<file path="src/rtl/core/jtag_vector_shift_engine_defines.svh">
// Assertion macros shared by the JTAG shifter RTL.
// All users clock on aclk and reset on aresetn.
`ifndef JTAG_VECTOR_SHIFT_ENGINE_DEFINES_SVH
`define JTAG_VECTOR_SHIFT_ENGINE_DEFINES_SVH

`ifndef SYNTHESIS

`define JVSE_ASSERT(label, prop) \
    label: assert property (@(posedge aclk) disable iff (!aresetn) (prop)) \
        else $error("jvse check failed");

`define JVSE_ASSERT_NEXT(label, ante, cons) \
    label: assert property (@(posedge aclk) disable iff (!aresetn) (ante) |=> (cons)) \
        else $error("jvse check failed");

`else

`define JVSE_ASSERT(label, prop)

`define JVSE_ASSERT_NEXT(label, ante, cons)

`endif

`endif

</file>
<file path="src/rtl/core/jvse_pkg.sv">
`timescale 1ns / 1ps

package jvse_pkg;

    localparam int SHIFT_WIDTH = 32;
    localparam int CNT_W       = $clog2(SHIFT_WIDTH + 1);
    localparam int IDX_W       = $clog2(SHIFT_WIDTH);
    localparam int DATA_W      = 32;
    localparam int DIV_W       = 8;
    localparam int DLY_W       = 4;
    localparam int CFG_IDX_W   = 1;
    localparam int CFG_DATA_W  = 8;

    typedef logic [SHIFT_WIDTH-1:0] shift_word_t;
    typedef logic [CNT_W-1:0]       cnt_t;
    typedef logic [DATA_W-1:0]      data_t;

    localparam cnt_t  LENGTH_RESET = CNT_W'(SHIFT_WIDTH);
    localparam data_t LENGTH_MAX   = DATA_W'(SHIFT_WIDTH);

    typedef enum logic [2:0] {
        KIND_WRITE_LENGTH = 3'd0,
        KIND_WRITE_TMS    = 3'd1,
        KIND_WRITE_TDI    = 3'd2,
        KIND_START        = 3'd3,
        KIND_READ_TDO     = 3'd4,
        KIND_READ_BUSY    = 3'd5,
        KIND_TICK         = 3'd6
    } kind_t;

    typedef enum logic [CFG_IDX_W-1:0] {
        CFG_CLOCK_DIVIDER = 1'b0,
        CFG_CAPTURE_DELAY = 1'b1
    } cfg_index_t;

    typedef struct packed {
        logic [2:0] kind;
        data_t      write_data;
        logic       tdo_pin;
    } in_item_t;

    typedef struct packed {
        data_t read_data;
        logic  tck_pin;
        logic  tms_pin;
        logic  tdi_pin;
        logic  busy_res;
    } result_t;

endpackage

</file>
<file path="src/rtl/core/jvse_core.sv">
`timescale 1ns / 1ps

`include "jtag_vector_shift_engine_defines.svh"

module jvse_core (
    input  logic                                aclk,
    input  logic                                aresetn,
    input  logic                                cfg_wr_en,
    input  logic [jvse_pkg::CFG_IDX_W-1:0]      cfg_index,
    input  logic [jvse_pkg::CFG_DATA_W-1:0]     cfg_wdata,
    input  logic                                item_fire,
    input  jvse_pkg::in_item_t                  item,
    output jvse_pkg::result_t                   result
);

    logic [jvse_pkg::DIV_W-1:0] clock_divider_reg, clock_divider_next;
    logic [jvse_pkg::DLY_W-1:0] capture_delay_reg, capture_delay_next;

    jvse_pkg::shift_word_t      tms_shift_reg, tms_shift_next;
    jvse_pkg::shift_word_t      tdi_shift_reg, tdi_shift_next;
    jvse_pkg::shift_word_t      tdo_capture_reg, tdo_capture_next;
    jvse_pkg::cnt_t             bit_length_reg, bit_length_next;
    jvse_pkg::cnt_t             bits_done_reg, bits_done_next;
    logic [jvse_pkg::DIV_W-1:0] divider_count_reg, divider_count_next;
    logic [jvse_pkg::DLY_W-1:0] delay_count_reg, delay_count_next;
    logic                       tck_level_reg, tck_level_next;
    logic                       running_reg, running_next;

    function automatic jvse_pkg::shift_word_t shift_in_sample(
        jvse_pkg::shift_word_t cap,
        logic                  pin
    );
        return {pin, cap[jvse_pkg::SHIFT_WIDTH-1:1]};
    endfunction

    // configuration writes
    always_comb begin
        clock_divider_next = clock_divider_reg;
        capture_delay_next = capture_delay_reg;
        if (cfg_wr_en) begin
            unique case (cfg_index)
                jvse_pkg::CFG_CLOCK_DIVIDER: clock_divider_next = cfg_wdata[jvse_pkg::DIV_W-1:0];
                jvse_pkg::CFG_CAPTURE_DELAY: capture_delay_next = cfg_wdata[jvse_pkg::DLY_W-1:0];
                default: ;
            endcase
        end
    end

    // one item: state update and result from the updated state
    always_comb begin
        jvse_pkg::data_t read_data;
        logic            at_end;

        tms_shift_next     = tms_shift_reg;
        tdi_shift_next     = tdi_shift_reg;
        tdo_capture_next   = tdo_capture_reg;
        bit_length_next    = bit_length_reg;
        bits_done_next     = bits_done_reg;
        divider_count_next = divider_count_reg;
        delay_count_next   = delay_count_reg;
        tck_level_next     = tck_level_reg;
        running_next       = running_reg;
        read_data          = '0;
        at_end             = 1'b0;

        unique case (item.kind)
            jvse_pkg::KIND_WRITE_LENGTH: begin
                if (!running_reg) begin
                    if (item.write_data == '0) begin
                        bit_length_next = jvse_pkg::CNT_W'(1);
                    end else if (item.write_data > jvse_pkg::LENGTH_MAX) begin
                        bit_length_next = jvse_pkg::LENGTH_RESET;
                    end else begin
                        bit_length_next = item.write_data[jvse_pkg::CNT_W-1:0];
                    end
                end
            end
            jvse_pkg::KIND_WRITE_TMS: begin
                if (!running_reg) begin
                    tms_shift_next = jvse_pkg::shift_word_t'(item.write_data);
                end
            end
            jvse_pkg::KIND_WRITE_TDI: begin
                if (!running_reg) begin
                    tdi_shift_next = jvse_pkg::shift_word_t'(item.write_data);
                end
            end
            jvse_pkg::KIND_START: begin
                if (!running_reg) begin
                    running_next       = 1'b1;
                    bits_done_next     = '0;
                    divider_count_next = '0;
                    delay_count_next   = '0;
                    tck_level_next     = 1'b0;
                    tdo_capture_next   = '0;
                end
            end
            jvse_pkg::KIND_READ_TDO: begin
                read_data = jvse_pkg::data_t'(tdo_capture_reg);
            end
            jvse_pkg::KIND_READ_BUSY: begin
                read_data = jvse_pkg::data_t'(running_reg);
            end
            jvse_pkg::KIND_TICK: begin
                if (running_reg) begin
                    // pending delayed sample comes due
                    if (delay_count_reg != '0) begin
                        delay_count_next = delay_count_reg - jvse_pkg::DLY_W'(1);
                        if (delay_count_reg == jvse_pkg::DLY_W'(1)) begin
                            tdo_capture_next = shift_in_sample(tdo_capture_reg, item.tdo_pin);
                        end
                    end
                    // clock runs until the last falling edge
                    if (bits_done_reg < bit_length_reg) begin
                        if (divider_count_reg >= clock_divider_reg) begin
                            divider_count_next = '0;
                            tck_level_next     = !tck_level_reg;
                            if (!tck_level_reg) begin
                                // rising edge: flush a sample still pending
                                if (delay_count_next != '0) begin
                                    tdo_capture_next = shift_in_sample(tdo_capture_next,
                                                                       item.tdo_pin);
                                end
                                if (capture_delay_reg == '0) begin
                                    tdo_capture_next = shift_in_sample(tdo_capture_next,
                                                                       item.tdo_pin);
                                    delay_count_next = '0;
                                end else begin
                                    delay_count_next = capture_delay_reg;
                                end
                            end else begin
                                bits_done_next = bits_done_reg + jvse_pkg::CNT_W'(1);
                            end
                        end else begin
                            divider_count_next = divider_count_reg + jvse_pkg::DIV_W'(1);
                        end
                    end
                    at_end = (bits_done_next >= bit_length_next);
                    if (at_end && delay_count_next == '0) begin
                        running_next = 1'b0;
                    end
                end
            end
            default: ;
        endcase

        result.read_data = read_data;
        result.tck_pin   = tck_level_next;
        result.busy_res  = running_next;
        if (running_next && bits_done_next < bit_length_next) begin
            result.tms_pin = tms_shift_next[bits_done_next[jvse_pkg::IDX_W-1:0]];
            result.tdi_pin = tdi_shift_next[bits_done_next[jvse_pkg::IDX_W-1:0]];
        end else begin
            result.tms_pin = 1'b0;
            result.tdi_pin = 1'b0;
        end
    end

    always_ff @(posedge aclk) begin
        if (!aresetn) begin
            clock_divider_reg <= '0;
            capture_delay_reg <= '0;
            tms_shift_reg     <= '0;
            tdi_shift_reg     <= '0;
            tdo_capture_reg   <= '0;
            bit_length_reg    <= jvse_pkg::LENGTH_RESET;
            bits_done_reg     <= '0;
            divider_count_reg <= '0;
            delay_count_reg   <= '0;
            tck_level_reg     <= 1'b0;
            running_reg       <= 1'b0;
        end else begin
            clock_divider_reg <= clock_divider_next;
            capture_delay_reg <= capture_delay_next;
            if (item_fire) begin
                tms_shift_reg     <= tms_shift_next;
                tdi_shift_reg     <= tdi_shift_next;
                tdo_capture_reg   <= tdo_capture_next;
                bit_length_reg    <= bit_length_next;
                bits_done_reg     <= bits_done_next;
                divider_count_reg <= divider_count_next;
                delay_count_reg   <= delay_count_next;
                tck_level_reg     <= tck_level_next;
                running_reg       <= running_next;
            end
        end
    end

    `JVSE_ASSERT(a_done_in_range, !running_reg || bits_done_reg <= bit_length_reg)
    `JVSE_ASSERT(a_idle_no_pending, running_reg || delay_count_reg == '0)
    `JVSE_ASSERT(a_tck_only_running, !tck_level_reg || running_reg)
    `JVSE_ASSERT(a_length_legal, bit_length_reg != '0 && bit_length_reg <= jvse_pkg::LENGTH_RESET)

endmodule

</file>
<file path="src/rtl/core/jvse_out_buf.sv">
`timescale 1ns / 1ps

`include "jtag_vector_shift_engine_defines.svh"

module jvse_out_buf (
    input  logic              aclk,
    input  logic              aresetn,
    input  logic              push,
    input  jvse_pkg::result_t push_data,
    output logic              push_ready,
    output logic              m_valid,
    input  logic              m_ready,
    output jvse_pkg::result_t m_data
);

    logic              out_valid_reg, out_valid_next;
    jvse_pkg::result_t out_data_reg, out_data_next;
    logic              skid_valid_reg, skid_valid_next;
    jvse_pkg::result_t skid_data_reg, skid_data_next;

    always_comb begin
        out_valid_next  = out_valid_reg;
        out_data_next   = out_data_reg;
        skid_valid_next = skid_valid_reg;
        skid_data_next  = skid_data_reg;
        if (!out_valid_reg || m_ready) begin
            // output slot frees up; skid entry goes first
            if (skid_valid_reg) begin
                out_valid_next  = 1'b1;
                out_data_next   = skid_data_reg;
                skid_valid_next = 1'b0;
            end else begin
                out_valid_next = push;
                out_data_next  = push_data;
            end
        end else if (push) begin
            skid_valid_next = 1'b1;
            skid_data_next  = push_data;
        end
    end

    always_ff @(posedge aclk) begin
        if (!aresetn) begin
            out_valid_reg  <= 1'b0;
            skid_valid_reg <= 1'b0;
        end else begin
            out_valid_reg  <= out_valid_next;
            skid_valid_reg <= skid_valid_next;
        end
        out_data_reg  <= out_data_next;
        skid_data_reg <= skid_data_next;
    end

    assign push_ready = !skid_valid_reg;
    assign m_valid    = out_valid_reg;
    assign m_data     = out_data_reg;

    `JVSE_ASSERT(a_skid_behind_out, !skid_valid_reg || out_valid_reg)
    `JVSE_ASSERT_NEXT(a_stall_fills_skid, push && out_valid_reg && !m_ready, skid_valid_reg)

endmodule

</file>
<file path="src/rtl/core/jtag_vector_shift_engine.sv">
// Each result is registered in the output buffer before it shows on m_valid.
// Throughput: one item per cycle; a two-entry output buffer keeps s_ready
// high while one result waits, so s_ready only drops with both entries full.
// Reset (aresetn low, synchronous): config registers 0, length 32, all shift
// state and TCK cleared, block idle, no result pending.
`timescale 1ns / 1ps

module jtag_vector_shift_engine (
    input  logic                            aclk,
    input  logic                            aresetn,
    input  logic                            cfg_wr_en,
    input  logic [jvse_pkg::CFG_IDX_W-1:0]  cfg_index,
    input  logic [jvse_pkg::CFG_DATA_W-1:0] cfg_wdata,
    input  logic                            s_valid,
    output logic                            s_ready,
    input  jvse_pkg::in_item_t              s_data,
    output logic                            m_valid,
    input  logic                            m_ready,
    output jvse_pkg::result_t               m_data
);

    logic              item_fire;
    jvse_pkg::result_t result;

    assign item_fire = s_valid && s_ready;

    jvse_core u_core (
        .aclk      (aclk),
        .aresetn   (aresetn),
        .cfg_wr_en (cfg_wr_en),
        .cfg_index (cfg_index),
        .cfg_wdata (cfg_wdata),
        .item_fire (item_fire),
        .item      (s_data),
        .result    (result)
    );

    jvse_out_buf u_out_buf (
        .aclk       (aclk),
        .aresetn    (aresetn),
        .push       (item_fire),
        .push_data  (result),
        .push_ready (s_ready),
        .m_valid    (m_valid),
        .m_ready    (m_ready),
        .m_data     (m_data)
    );

endmodule

</file>
<file path="config.mk">
export PLATFORM = sky130hd
export DESIGN_NAME = jtag_vector_shift_engine
export DESIGN_NICKNAME = d
export VERILOG_FILES = /design/src/rtl/core/jvse_pkg.sv /design/src/rtl/core/jvse_core.sv /design/src/rtl/core/jvse_out_buf.sv /design/src/rtl/core/jtag_vector_shift_engine.sv
export VERILOG_INCLUDE_DIRS = /design/src /design/src/rtl/core
export SDC_FILE = /design/constraint.sdc
export NUM_CORES = 1
export LEC_CHECK = 0
export ABC_AREA = 1
export CAP_MARGIN = 20
export CORE_MARGIN = 2
export CORE_UTILIZATION = 50
export DETAILED_ROUTE_END_ITERATION = 7
export DONT_BUFFER_PORTS = 1
export PLACE_DENSITY = 0.74
export SKIP_LAST_GASP = 1
export SYNTH_ARGS = -nofsm -noshare
export SYNTH_HDL_FRONTEND = slang
export SYNTH_SLANG_ARGS = --single-unit
</file>
<file path="constraint.sdc">
create_clock -name aclk -period 3.85 [get_ports aclk]
set_input_delay 0.9625 -clock aclk [delete_from_list [all_inputs] [get_ports aclk]]
set_output_delay 0.9625 -clock aclk [all_outputs]
set_load 0.01 [all_outputs]
</file>
==> results.sh <==
export IMPL_num_rows=56
export IMPL_slew_viol_final=0
export IMPL_worstReg2RegEnd="u_out_buf.m_data[2]$_DFFE_PP_"
export IMPL_switching_share_pct=28.2
export IMPL_antenna_found_initial=0
export IMPL_routed_wl_um=30400
export IMPL_cts_sinks=208
export IMPL_rrSetupSlack_ns=0.41
export IMPL_critPathMaxFanout=7
export IMPL_ys_warn_count=0
export IMPL_drv_cap=0
export IMPL_crit_buf_inv=2
export IMPL_setup_viol=0
export IMPL_yosysUniqueCellTypes=52
export IMPL_postCtsSetupBuffers=0
export IMPL_crit_arrival_ns=3.83
export IMPL_die_area_mm2=0.0255
export IMPL_netlist_area_mm2=0.0121
export IMPL_cts_clk_slew_worst_paths_ns=0.06
export IMPL_critPathSlowestCell="dfxtp_1"
export IMPL_io_pins=88
export IMPL_ir_drop_mv=0.263
export IMPL_dp_slack_ns=0.235
export IMPL_hp_start="u_core.clock_divider_reg[3]$_SDFFE_PN0P_"
export IMPL_routedWlPerCell_um=14.8
export IMPL_fin_total_pwr_mw=5.30
export IMPL_clkPwrFrac_pct=39.7
export IMPL_worst_setup_path_end_kind="register"
export IMPL_max_freq_ghz=0.291
export IMPL_htree_num_levels=1
export IMPL_path_class="register to register"
export IMPL_dp_hpwl_um=19700
export IMPL_grt_pass1_wl_um=50300
export IMPL_comb_power_share_pct=14.5
export IMPL_status="complete, no violations"
export IMPL_cts_buffer_depth=3
export IMPL_crit_family="simple AND/OR/NAND/NOR gates"
export IMPL_start_util_pct=51.3
export IMPL_hold_depth=2
export IMPL_gp_congestion=0.910
export IMPL_final_common_cell="nand2_1"
export IMPL_tns_ns=0
export IMPL_fin_skew_ns=0.0125
export IMPL_portBuffers=0
export IMPL_insertion_delay_ns=0.52
export IMPL_critPathMaxStageDelay_ns=0.37
export IMPL_netlist_instances=1753
export IMPL_placed_cell_area_mm2=0.0123
export IMPL_ctsHoldBuffers=0
export IMPL_cts_tree="done"
export IMPL_post_route_drc_count=0
export IMPL_final_cell_mix="399 x nand2_1, 302 x inv_1, 155 x a21oi_1, 151 x o21ai_0, 136 x dfxtp_1"
export IMPL_grt_total_usage_pct=23.4
export IMPL_firstDrtPassIters=5
export IMPL_worstPathRequired_ns=4.24
export IMPL_dieWidth_um=160
export IMPL_p_leak_nw=6.03
export IMPL_cts_root_buf="clkbuf_16"
export IMPL_syn_nets=1832
export IMPL_fin_ws_ns=0.409
export IMPL_first_iter_violations=966
export IMPL_tightest_slew_ns=0.963
export IMPL_drtAntennaViolNets=0
export IMPL_r2r_cells=25
export IMPL_p_int_mw=3.80
export IMPL_cts_buffers=24
export IMPL_fin_area_mm2=0.0131
export IMPL_vias_per_cell=5.43
export IMPL_r2r_start="u_core.divider_count_reg[0]$_SDFFE_PN0P_"
export IMPL_area_growth_pct=8.08
export IMPL_nNetsFinal=1790
export IMPL_finalCritPeriodShare_pct=89.4
export IMPL_diodes=0
export IMPL_pwr_density_cell_mw_per_mm2=404
export IMPL_grt_pass1_vias=10267
export IMPL_grt_max_degree=135
export IMPL_cpMostUsedCell="nand2_1"
export IMPL_cp_start_kind="register"
export IMPL_synth_seq_area_share_pct=40.3
export IMPL_globalRouteOverflowTotal=0
export IMPL_finalCriticalPeriod_ns=3.44
export IMPL_final_layout_size_suffix_gt1_share_pct=5.84
export IMPL_seqPwrFrac_pct=45.8
export IMPL_min_to="u_core.clock_divider_reg[3]$_SDFFE_PN0P_"
export IMPL_min_path_type="register to register"
export IMPL_core_mm2=0.0236
export IMPL_vias=11127
export IMPL_rsz0062_at_grt="false"
export IMPL_yosys_register_bits=208
export IMPL_die_h_um=160
export IMPL_maxSlewHeadroom_pct=35.7
export IMPL_syn_avg_cell_area_um2=6.91
export IMPL_switchingPower_mw=1.49
export IMPL_hold_viol_final=0
## area by class of cell
type | instances | area (um^2)
well taps | 319 | 399
multi-input cells | 1134 | 5670
fillers | 2291 | 10500
clock inverters | 12 | 65.1
clock buffers | 32 | 652
inverters | 314 | 1180
repair buffers | 29 | 238
flip-flops and latches | 208 | 4880
## through the flow
stage	hold slack [ns]	util (%)	cells
5_1_grt	0.479	55.4	2048
3_5_place_dp	0.450	52.2	2003
3_3_place_gp	0.446	52.2	2003
2_1_floorplan	0.433	-	1753
6_report	0.455	55.4	2048
4_1_cts	0.459	55.3	2047
## metal layers
layer | wire, um | track usage [%]
met1 | 13500 | 30.9
met2 | 14100 | 39.3
met3 | 2020 | 4.29
met4 | 728 | 6.49
met5 | 0 | 0
## synth_stat cells (all sizes together)
library cell / instances / area share [%]
a31oi: 1 / 0.052
dfxtp: 136 / 22
nor2: 134 / 4.4
xnor2: 1 / 0.072
a21oi: 156 / 6.5
o31ai: 1 / 0.062
a211oi: 4 / 0.25
or2: 3 / 0.15
o22ai: 66 / 3.4
o41ai: 1 / 0.072
o21ai: 160 / 6.6
nand3: 84 / 3.6
edfxtp: 72 / 18
o221ai: 2 / 0.14
o21a: 2 / 0.12
ha: 29 / 3.0
and2: 1 / 0.052
a41oi: 1 / 0.072
nand3b: 14 / 0.87
a22oi: 6 / 0.37
mux2i: 9 / 0.74
inv: 314 / 9.8
nand2: 404 / 13
clkbuf: 71 / 2.2
nor4: 2 / 0.10
a21o: 1 / 0.062
buf: 26 / 1.1
o211ai: 20 / 1.2
and3: 2 / 0.10
nor3: 10 / 0.55
nand4: 10 / 0.52
xor2: 7 / 0.51
a21boi: 1 / 0.062
o311ai: 1 / 0.072
nor3b: 1 / 0.062
## power by group through the flow
stage	Combinational (mW)	Sequential (mW)	Clock (mW)
6_report	0.769	2.43	2.10
5_1_grt	0.874	2.43	2.23
4_1_cts	0.755	2.43	2.15
3_5_place_dp	0.750	2.47	0
3_3_place_gp	0.732	2.47	0
2_1_floorplan	0.587	2.46	0
## cell families (layout without fill, tap and decap cells)
family / count (synthesis) / count (layout) / synth area share, %
compound gates: 423 / 423 / 19.2
xor+xnor: 8 / 8 / 0.578
fa+ha+maj: 29 / 29 / 3.00
buf+inv: 411 / 387 / 13.1
flops: 208 / 208 / 40.3
mux: 9 / 9 / 0.744
simple gates: 665 / 665 / 23.1
## tightest hold or removal path: cells and delay by family (launching register included)
family	cells	cell delay, ns
AOI/OAI and AO/OA	1	0.06
buffers and inverters	1	0.06
DFF	1	0.30
## worst max-delay path by stage
stage	startpoint	slack, ns	endpoint	cells after the start
floorplan	m_ready	0.21	u_out_buf.skid_data_reg[0]$_DFFE_PP_	3
finish	u_core.divider_count_reg[0]$_SDFFE_PN0P_	0.41	u_out_buf.m_data[2]$_DFFE_PP_	25
detailed placement	u_core.divider_count_reg[0]$_SDFFE_PN0P_	0.24	u_out_buf.skid_data_reg[1]$_DFFE_PP_	24
CTS	u_core.divider_count_reg[0]$_SDFFE_PN0P_	0.22	u_out_buf.skid_data_reg[1]$_DFFE_PP_	24
global route	u_core.divider_count_reg[0]$_SDFFE_PN0P_	0.008	u_out_buf.m_data[2]$_DFFE_PP_	25
global placement	u_core.divider_count_reg[0]$_SDFFE_PN0P_	0.35	u_out_buf.skid_data_reg[1]$_DFFE_PP_	24
## timing repair
| action | in CTS | in global routing |
|---|---|---|
| setup endpoints to repair | 0 | 4 |
| endpoints found under the hold margin | 0 | 0 |
| resized for setup | 0 | 4 |
(Power assumes the default switching activity.)
